### src/rtl/sle_pkg.sv
// Package for the sequential list engine: request codes, status codes,
// controller states and the result record.
// No dependencies.
package sle_pkg;

    typedef enum logic [3:0] {
        OP_INSERT_AT    = 4'd0,
        OP_APPEND       = 4'd1,
        OP_READ_AT      = 4'd2,
        OP_FIND         = 4'd3,
        OP_UPDATE_AT    = 4'd4,
        OP_UPDATE_MATCH = 4'd5,
        OP_REMOVE_AT    = 4'd6,
        OP_REMOVE_MATCH = 4'd7,
        OP_PRIOR        = 4'd8,
        OP_NEXT         = 4'd9,
        OP_CLEAR        = 4'd10
    } t_op;

    typedef enum logic [1:0] {
        ST_OK       = 2'd0,
        ST_BOUNDS   = 2'd1,
        ST_NOTFOUND = 2'd2,
        ST_FULL     = 2'd3
    } t_status;

    typedef enum logic [2:0] {
        S_IDLE,
        S_SCAN,
        S_SHIFT,
        S_FLUSH,
        S_PUT,
        S_RD,
        S_RDW,
        S_DONE
    } t_state;

    typedef struct packed {
        logic [4:0]  element_count;
        logic [4:0]  found_position;
        logic [31:0] read_value;
        t_status     status;
    } t_result;

endpackage

### src/rtl/sequential_list_engine.sv
// Append, update_at, clear and rejected requests go from S_IDLE straight to S_DONE;
// read_at passes through S_RD and S_RDW. Match requests scan one entry per cycle
// from the top, and insert/remove move one entry per cycle through the single store
// port pair; one request is in work at a time.
// Reset clears the entry count and control state; the entry store is not cleared.
module sequential_list_engine
    import sle_pkg::*;
#(
    parameter int DEPTH = 16,
    parameter int WIDTH = 32
) (
    input  logic        i_clk,
    input  logic        i_rst_n,
    input  logic        i_s_tvalid,
    output logic        o_s_tready,
    input  logic [71:0] i_s_tdata,  // position[4:0], value[36:5], new_value[68:37]
    input  logic [3:0]  i_s_tuser,  // req_type[3:0]
    output logic        o_m_tvalid,
    input  logic        i_m_tready,
    output logic [47:0] o_m_tdata   // status[1:0], read_value[33:2],
                                    // found_position[38:34], element_count[43:39]
);

    localparam int AW = $clog2(DEPTH);

    logic              w_res_vld;
    logic              w_res_rdy;
    t_result           w_res;
    logic              w_we;
    logic [AW-1:0]     w_waddr;
    logic [WIDTH-1:0]  w_wdata;
    logic [AW-1:0]     w_raddr;
    logic [WIDTH-1:0]  w_rdata;

    logic              r_out_vld;
    t_result           r_out;

    sle_ctrl #(
        .DEPTH (DEPTH),
        .WIDTH (WIDTH)
    ) u_ctrl (
        .i_clk     (i_clk),
        .i_rst_n   (i_rst_n),
        .i_req_vld (i_s_tvalid),
        .o_req_rdy (o_s_tready),
        .i_op      (t_op'(i_s_tuser)),
        .i_pos     (i_s_tdata[4:0]),
        .i_val     (WIDTH'(i_s_tdata[36:5])),
        .i_nval    (WIDTH'(i_s_tdata[68:37])),
        .o_res_vld (w_res_vld),
        .i_res_rdy (w_res_rdy),
        .o_res     (w_res),
        .o_we      (w_we),
        .o_waddr   (w_waddr),
        .o_wdata   (w_wdata),
        .o_raddr   (w_raddr),
        .i_rdata   (w_rdata)
    );

    sle_mem #(
        .DEPTH (DEPTH),
        .WIDTH (WIDTH)
    ) u_mem (
        .i_clk   (i_clk),
        .i_we    (w_we),
        .i_waddr (w_waddr),
        .i_wdata (w_wdata),
        .i_raddr (w_raddr),
        .o_rdata (w_rdata)
    );

    assign w_res_rdy = !r_out_vld || i_m_tready;

    always_ff @(posedge i_clk) begin
        if (!i_rst_n) begin
            r_out_vld <= 1'b0;
        end else if (w_res_vld && w_res_rdy) begin
            r_out_vld <= 1'b1;
        end else if (i_m_tready) begin
            r_out_vld <= 1'b0;
        end
    end

    always_ff @(posedge i_clk) begin
        if (w_res_vld && w_res_rdy) begin
            r_out <= w_res;
        end
    end

    assign o_m_tvalid = r_out_vld;
    assign o_m_tdata  = {4'b0000, r_out.element_count, r_out.found_position,
                         r_out.read_value, r_out.status};

endmodule

### src/rtl/sle_mem.sv
// Entry store of the sequential list engine: one write port, one read port
// with registered read data.
// Depends on nothing.
module sle_mem #(
    parameter int DEPTH = 16,
    parameter int WIDTH = 32
) (
    input  logic                     i_clk,
    input  logic                     i_we,
    input  logic [$clog2(DEPTH)-1:0] i_waddr,
    input  logic [WIDTH-1:0]         i_wdata,
    input  logic [$clog2(DEPTH)-1:0] i_raddr,
    output logic [WIDTH-1:0]         o_rdata
);

    logic [WIDTH-1:0] r_mem [DEPTH];
    logic [WIDTH-1:0] r_rdata;

    always_ff @(posedge i_clk) begin
        if (i_we) begin
            r_mem[i_waddr] <= i_wdata;
        end
    end

    always_ff @(posedge i_clk) begin
        r_rdata <= r_mem[i_raddr];
    end

    assign o_rdata = r_rdata;

endmodule

### src/rtl/sle_ctrl.sv
// Sequencer of the sequential list engine: bounds checks, match scan and
// entry shifting through the single store port pair.
// Depends on sle_pkg.
module sle_ctrl
    import sle_pkg::*;
#(
    parameter int DEPTH = 16,
    parameter int WIDTH = 32
) (
    input  logic                     i_clk,
    input  logic                     i_rst_n,
    input  logic                     i_req_vld,
    output logic                     o_req_rdy,
    input  t_op                      i_op,
    input  logic [4:0]               i_pos,
    input  logic [WIDTH-1:0]         i_val,
    input  logic [WIDTH-1:0]         i_nval,
    output logic                     o_res_vld,
    input  logic                     i_res_rdy,
    output t_result                  o_res,
    output logic                     o_we,
    output logic [$clog2(DEPTH)-1:0] o_waddr,
    output logic [WIDTH-1:0]         o_wdata,
    output logic [$clog2(DEPTH)-1:0] o_raddr,
    input  logic [WIDTH-1:0]         i_rdata
);

    localparam int AW = $clog2(DEPTH);
    localparam int CW = $clog2(DEPTH + 1);
    localparam int PW = ((CW > 5) ? CW : 5) + 1;

    t_state            r_state, n_state;
    t_op               r_op, n_op;
    logic [WIDTH-1:0]  r_val, n_val;
    logic [WIDTH-1:0]  r_nval, n_nval;
    logic [CW-1:0]     r_count, n_count;
    logic [AW-1:0]     r_idx, n_idx;
    logic [AW-1:0]     r_stop, n_stop;
    logic              r_up, n_up;
    logic              r_mv_vld, n_mv_vld;
    logic [AW-1:0]     r_mv_addr, n_mv_addr;
    logic              r_cmp_vld, n_cmp_vld;
    logic [AW-1:0]     r_cmp_idx, n_cmp_idx;
    t_status           r_st, n_st;
    logic [WIDTH-1:0]  r_rd, n_rd;
    logic [CW-1:0]     r_fp, n_fp;

    logic [PW-1:0]     w_p;
    logic [PW-1:0]     w_c;
    logic [CW-1:0]     w_m;

    assign w_p = PW'(i_pos);
    assign w_c = PW'(r_count);
    assign w_m = CW'(r_cmp_idx) + CW'(1);

    always_ff @(posedge i_clk) begin
        if (!i_rst_n) begin
            r_state   <= S_IDLE;
            r_count   <= '0;
            r_mv_vld  <= 1'b0;
            r_cmp_vld <= 1'b0;
        end else begin
            r_state   <= n_state;
            r_count   <= n_count;
            r_mv_vld  <= n_mv_vld;
            r_cmp_vld <= n_cmp_vld;
        end
    end

    always_ff @(posedge i_clk) begin
        r_op      <= n_op;
        r_val     <= n_val;
        r_nval    <= n_nval;
        r_idx     <= n_idx;
        r_stop    <= n_stop;
        r_up      <= n_up;
        r_mv_addr <= n_mv_addr;
        r_cmp_idx <= n_cmp_idx;
        r_st      <= n_st;
        r_rd      <= n_rd;
        r_fp      <= n_fp;
    end

    always_comb begin
        n_state   = r_state;
        n_op      = r_op;
        n_val     = r_val;
        n_nval    = r_nval;
        n_count   = r_count;
        n_idx     = r_idx;
        n_stop    = r_stop;
        n_up      = r_up;
        n_mv_vld  = r_mv_vld;
        n_mv_addr = r_mv_addr;
        n_cmp_vld = r_cmp_vld;
        n_cmp_idx = r_cmp_idx;
        n_st      = r_st;
        n_rd      = r_rd;
        n_fp      = r_fp;
        o_we      = 1'b0;
        o_waddr   = '0;
        o_wdata   = r_val;

        unique case (r_state)
            S_IDLE: begin
                if (i_req_vld) begin
                    n_op    = i_op;
                    n_val   = i_val;
                    n_nval  = i_nval;
                    n_st    = ST_OK;
                    n_rd    = '0;
                    n_fp    = '0;
                    n_state = S_DONE;
                    unique case (i_op)
                        OP_INSERT_AT: begin
                            if (w_p == '0 || w_p > w_c + PW'(1)) begin
                                n_st = ST_BOUNDS;
                            end else if (r_count == CW'(DEPTH)) begin
                                n_st = ST_FULL;
                            end else if (w_p == w_c + PW'(1)) begin
                                o_we    = 1'b1;
                                o_waddr = AW'(r_count);
                                o_wdata = i_val;
                                n_count = r_count + CW'(1);
                                n_fp    = CW'(w_p);
                            end else begin
                                n_idx    = AW'(r_count - CW'(1));
                                n_stop   = AW'(w_p - PW'(1));
                                n_up     = 1'b1;
                                n_mv_vld = 1'b0;
                                n_fp     = CW'(w_p);
                                n_state  = S_SHIFT;
                            end
                        end
                        OP_APPEND: begin
                            if (r_count == CW'(DEPTH)) begin
                                n_st = ST_FULL;
                            end else begin
                                o_we    = 1'b1;
                                o_waddr = AW'(r_count);
                                o_wdata = i_val;
                                n_count = r_count + CW'(1);
                                n_fp    = r_count + CW'(1);
                            end
                        end
                        OP_READ_AT, OP_UPDATE_AT, OP_REMOVE_AT: begin
                            if (w_p == '0 || w_p > w_c) begin
                                n_st = ST_BOUNDS;
                            end else begin
                                n_fp = CW'(w_p);
                                if (i_op == OP_READ_AT) begin
                                    n_idx   = AW'(w_p - PW'(1));
                                    n_state = S_RD;
                                end else if (i_op == OP_UPDATE_AT) begin
                                    o_we    = 1'b1;
                                    o_waddr = AW'(w_p - PW'(1));
                                    o_wdata = i_nval;
                                end else if (w_p == w_c) begin
                                    n_count = r_count - CW'(1);
                                end else begin
                                    n_idx    = AW'(w_p);
                                    n_stop   = AW'(w_c - PW'(1));
                                    n_up     = 1'b0;
                                    n_mv_vld = 1'b0;
                                    n_state  = S_SHIFT;
                                end
                            end
                        end
                        OP_FIND, OP_UPDATE_MATCH, OP_REMOVE_MATCH, OP_PRIOR, OP_NEXT: begin
                            if (r_count == '0) begin
                                n_st = ST_NOTFOUND;
                            end else begin
                                n_idx     = AW'(r_count - CW'(1));
                                n_cmp_vld = 1'b0;
                                n_state   = S_SCAN;
                            end
                        end
                        OP_CLEAR: begin
                            n_count = '0;
                        end
                        default: begin
                        end
                    endcase
                end
            end
            S_SCAN: begin
                n_cmp_vld = 1'b1;
                n_cmp_idx = r_idx;
                if (r_idx != '0) begin
                    n_idx = r_idx - AW'(1);
                end
                if (r_cmp_vld) begin
                    if (i_rdata == r_val) begin
                        n_fp    = w_m;
                        n_state = S_DONE;
                        unique case (r_op)
                            OP_UPDATE_MATCH: begin
                                o_we    = 1'b1;
                                o_waddr = r_cmp_idx;
                                o_wdata = r_nval;
                            end
                            OP_REMOVE_MATCH: begin
                                if (w_m == r_count) begin
                                    n_count = r_count - CW'(1);
                                end else begin
                                    n_idx    = AW'(w_m);
                                    n_stop   = AW'(r_count - CW'(1));
                                    n_up     = 1'b0;
                                    n_mv_vld = 1'b0;
                                    n_state  = S_SHIFT;
                                end
                            end
                            OP_PRIOR: begin
                                if (r_cmp_idx == '0) begin
                                    n_st = ST_NOTFOUND;
                                end else begin
                                    n_idx   = r_cmp_idx - AW'(1);
                                    n_state = S_RD;
                                end
                            end
                            OP_NEXT: begin
                                if (w_m >= r_count) begin
                                    n_st = ST_NOTFOUND;
                                end else begin
                                    n_idx   = r_cmp_idx + AW'(1);
                                    n_state = S_RD;
                                end
                            end
                            default: begin
                            end
                        endcase
                    end else if (r_cmp_idx == '0) begin
                        n_st    = ST_NOTFOUND;
                        n_state = S_DONE;
                    end
                end
            end
            S_SHIFT: begin
                if (r_mv_vld) begin
                    o_we    = 1'b1;
                    o_waddr = r_up ? r_mv_addr + AW'(1) : r_mv_addr - AW'(1);
                    o_wdata = i_rdata;
                end
                n_mv_vld  = 1'b1;
                n_mv_addr = r_idx;
                if (r_idx == r_stop) begin
                    n_state = S_FLUSH;
                end else begin
                    n_idx = r_up ? r_idx - AW'(1) : r_idx + AW'(1);
                end
            end
            S_FLUSH: begin
                o_we     = 1'b1;
                o_waddr  = r_up ? r_mv_addr + AW'(1) : r_mv_addr - AW'(1);
                o_wdata  = i_rdata;
                n_mv_vld = 1'b0;
                if (r_up) begin
                    n_state = S_PUT;
                end else begin
                    n_count = r_count - CW'(1);
                    n_state = S_DONE;
                end
            end
            S_PUT: begin
                o_we    = 1'b1;
                o_waddr = r_stop;
                o_wdata = r_val;
                n_count = r_count + CW'(1);
                n_state = S_DONE;
            end
            S_RD: begin
                n_state = S_RDW;
            end
            S_RDW: begin
                n_rd    = i_rdata;
                n_state = S_DONE;
            end
            S_DONE: begin
                if (i_res_rdy) begin
                    n_state = S_IDLE;
                end
            end
            default: begin
                n_state = S_IDLE;
            end
        endcase
    end

    assign o_raddr   = r_idx;
    assign o_req_rdy = (r_state == S_IDLE);
    assign o_res_vld = (r_state == S_DONE);

    always_comb begin
        o_res.status         = r_st;
        o_res.read_value     = 32'(r_rd);
        o_res.found_position = 5'(r_fp);
        o_res.element_count  = 5'(r_count);
    end

`ifndef SYNTHESIS
    a_count_max: assert property (@(posedge i_clk) disable iff (!i_rst_n)
        r_count <= CW'(DEPTH))
        else $error("entry count beyond capacity");

    a_flush_pending: assert property (@(posedge i_clk) disable iff (!i_rst_n)
        (r_state == S_FLUSH) |-> r_mv_vld)
        else $error("flush without a pending move");

    a_clear_empties: assert property (@(posedge i_clk) disable iff (!i_rst_n)
        (r_state == S_IDLE && i_req_vld && i_op == OP_CLEAR) |=> (r_count == '0))
        else $error("clear left entries");

    a_count_step: assert property (@(posedge i_clk) disable iff (!i_rst_n)
        !(r_state == S_IDLE && i_req_vld && i_op == OP_CLEAR) |=>
        (r_count == $past(r_count) || r_count == $past(r_count) + CW'(1) ||
         r_count == $past(r_count) - CW'(1)))
        else $error("entry count moved by more than one");
`endif

endmodule

### config.mk
export PLATFORM = sky130hd
export DESIGN_NAME = sequential_list_engine
export DESIGN_NICKNAME = d
export VERILOG_FILES = /design/src/rtl/sle_pkg.sv /design/src/rtl/sequential_list_engine.sv /design/src/rtl/sle_mem.sv /design/src/rtl/sle_ctrl.sv
export SDC_FILE = /design/constraint.sdc
export NUM_CORES = 1
export LEC_CHECK = 0
export BUFFER_PORTS_ARGS = -buffer_cell sky130_fd_sc_hd__buf_2
export CAP_MARGIN = 15
export CORE_ASPECT_RATIO = 0.7
export CORE_UTILIZATION = 50
export CTS_BUF_LIST = sky130_fd_sc_hd__clkbuf_8 sky130_fd_sc_hd__clkbuf_16
export DETAILED_ROUTE_END_ITERATION = 8
export GPL_TIMING_DRIVEN = 0
export HOLD_SLACK_MARGIN = 0.06
export PLACE_DENSITY = 0.69
export SLEW_MARGIN = 25
export SYNTH_ARGS = -nofsm -noshare
export SYNTH_HDL_FRONTEND = slang
export SYNTH_HIERARCHICAL = 1
export SYNTH_SLANG_ARGS = --single-unit
### constraint.sdc
create_clock -name i_clk -period 6.9 [get_ports i_clk]
set_input_delay 1.035 -clock i_clk [delete_from_list [all_inputs] [get_ports i_clk]]
set_output_delay 1.035 -clock i_clk [all_outputs]
set_load 0.02 [all_outputs]
==> results.toml <==
[logic_synthesis]
yosysSeqAreaShare_pct = 67.50
synth_commonest_cells = "680 x edfxtp_1, 128 x mux4_2, 114 x nand2_1, 83 x nor3_1, 68 x a22oi_1"
async_flop_share_pct = 0
synth_most_common_cell = "edfxtp_1"
synth_cells = 1951
yosysWarnings = 6
synth_ff_type = "edfxtp_1"
ys_seq_elements = 723
netlist_area_mm2 = 0.03153
synth-edff-count = 680
synth_area_leaders = "edfxtp_1 65%, mux4_2 9.1%, dfxtp_1 2.7%"
avgSynthCellArea_um2 = 16.16
yosysTopAreaCell = "edfxtp_1"
synth_cell_types = 88
synth_top_area_share_pct = 64.77

[grt]
grt_max_degree = 45
first_global_vias = 19590
grt_usage_pct = 29.77
overflow = 0
grt_pass1_wl_mm = 135.7
antenna_found_initial = 6

[clock_network]
cts_resized = 0
clkTransAtPathRegs_ns = 0.06
cts-root-buf = "clkbuf_16"
cts_htree_levels = 3
cts_buffers = 68
cts.sinks = 723
holdBufCountCts = 0
cts_buffer_depth = 3
insertion_delay_ns = 0.61
post-cts-setup-buffer-count = 0
cts_tree = "done"

[place]
post-place-ws_ns = 0.6111
place_congestion = 0.9536
placed_area_mm2 = 0.03440
dp_hpwl_mm = 67.39
io_buffers = 122

[power]
powerDensity_mw_per_mm2 = 457.3
irDropWorstVdd_mv = 0.2626
p_leak_uw = 0.01270

[setup_path]
worst-setup-path-type = "reg -> reg"
endpoint_kind = "register"
worst_setup_path_start_kind = "register"
crit_required_ns = 7.22
path_max_fanout = 10
crit_arrival_ns = 6.57

[sta]
hold_violations = 0
clock.fmax_ghz = 0.1598
slew_violations = 0
relSlewSlack_pct = 33.09
fin_crit_ns = 6.257
fin_skew_ns = 0.01916
fin_setup_tns_ns = 0
finalSetupViolations = 0
layout_setup_ws_ns = 0.6433
rsz0062_at_grt = "no"
min_period_over_period_pct = 90.68
tightest_slew_ns = 0.9983

[route]
drtIter0Drc = 3031
detail_route.wl_per_cell_um = 30.39
vias = 20420
post_drt_via_cell_ratio = 6.612
drc = 0
wirelength_mm = 93.84
drtPass1Iterations = 6
ant_nets = 0

[status]
outcome = "finished, final reports clean"

[floorplan]
initial_utilization_pct = 50.93
die-area_mm2 = 0.06408
num_io_pins = 130
rows = 76
die_y_um = 212.1
coreArea_mm2 = 0.06190
fp.dieW_um = 302.1

[final_layout]
syn_to_final_growth_pct = 16.26
stdcell_area_mm2 = 0.03665
final_util_pct = 59.20
nets = 2318
drive_above_1_share_pct = 26.92

[min_path]
holdCritPathClass = "reg -> reg"

[run]
max_cap_violations = 0
metal layers:
layer | wire length, µm | part of all wire [%] | global-route usage [%] | up-vias
met2 | 39510 | 42 | 41.56 | 1316
met1 | 41020 | 44 | 47.13 | 10540
met4 | 2087 | 2.2 | 6.931 | 6
met5 | 40 | 0.043 | 0 | -
met3 | 11180 | 12 | 6.734 | 164
li1 | - | - | - | 8390
where the power goes:
| part | switching [µW] | internal (µW) |
|---|---|---|
| clock network | 1660 | 2140 |
| logic | 4020 | 2200 |
| registers | 439 | 6300 |
| total | 6120 | 10600 |
placed cells by master (no fill, tap or decap), drive strengths merged, types with 12 or more instances in the layout:
master	Yosys	routed
o21a	20	20
clkinv	1	22
a221o	53	53
a22oi	68	68
clkbuf	56	125
nand3	23	23
mux4	128	128
a221oi	17	17
nand2b	14	14
dfxtp	43	43
a21oi	42	42
buf	67	255
a211oi	30	30
inv	24	42
nand2	115	115
nand4	12	12
edfxtp	680	680
nor2	71	71
ha	25	25
o21ai	63	63
nor3	100	100
mux2i	36	36
xnor2	46	46
nor2b	42	42
mux2	34	34
and3	42	42
path summary, 6_finish.rpt:
| check | startpoint | endpoint | slack (ns) | depth (start not counted) |
|---|---|---|---|---|
| max | u_ctrl/r_count[4]$_SDFFE_PN0P_ | u_mem/r_mem[0][15]$_DFFE_PP_ | 0.64 | 13 |
| min | u_ctrl/r_rd[7]$_SDFFCE_PN0P_ | o_m_tdata[9]$_DFFE_PP_ | 0.42 | 0 |
| min reg2reg | u_ctrl/r_rd[7]$_SDFFCE_PN0P_ | o_m_tdata[9]$_DFFE_PP_ | 0.42 | 0 |
| max reg2reg | u_ctrl/r_count[4]$_SDFFE_PN0P_ | u_mem/r_mem[0][15]$_DFFE_PP_ | 0.64 | 13 |
sequential cells by signal, summed over array words and instances (netlist names), 2 cells and up:
name,cells
u_ctrl/r_cmp_idx,4
u_ctrl/r_fp,5
u_ctrl/r_rd,32
u_ctrl/r_count,5
u_ctrl/r_op,4
u_ctrl/r_stop,4
u_mem/o_rdata,32
u_ctrl/r_st,2
u_ctrl/r_nval,32
o_m_tdata,44
u_mem/r_mem,512
u_ctrl/r_state,3
u_ctrl/r_mv_addr,4
u_ctrl/o_raddr,4
u_ctrl/r_val,32
per-stage QoR:
stage	std cells	total power (µW)	hold slack (ns)
final	3088	16760	0.4176
after floorplan	1954	10330	0.4003
after global routing	3085	17360	0.4247
after detailed placement	2961	12880	0.4045
after global placement	2895	12340	0.4018
after CTS	3085	16690	0.4173
cell families (layout without fill, tap and decap cells):
kind of cell / Yosys count / after routing / synth area share (%)
flops: 723 / 723 / 67.50
simple gates: 450 / 450 / 7.652
compound gates: 348 / 348 / 8.359
mux: 198 / 198 / 11.50
buf+inv: 148 / 460 / 2.310
xor+xnor: 57 / 57 / 1.607
fa+ha+maj: 26 / 26 / 1.056
other cells: 1 / 7 / 0.01190
critical path, cell delays in order, from the launching register on:
cell,delay (ns)
dfxtp_1,0.54
clkinv_1,0.48
ha_1,0.51
and3_1,0.20
nand3b_1,0.21
a21boi_1,0.29
nor3_2,0.77
buf_2,0.54
nor2_1,0.10
o21ai_0,0.43
or3b_2,0.62
nor3_2,0.68
buf_4,0.32
buf_4,0.22
cell type report:
class / instances / area [µm²]
clock buffers: 69 / 1727
well taps: 819 / 1025
fillers: 4616 / 25250
inverters: 25 / 96.34
clock inverters: 55 / 509.2
repair buffers: 188 / 1562
diodes: 3 / 7.507
multi-input cells: 1083 / 9809
flip-flops and latches: 723 / 21280
plain buffers: 123 / 634.4
Note: power is estimated with default switching activity, not from simulation.
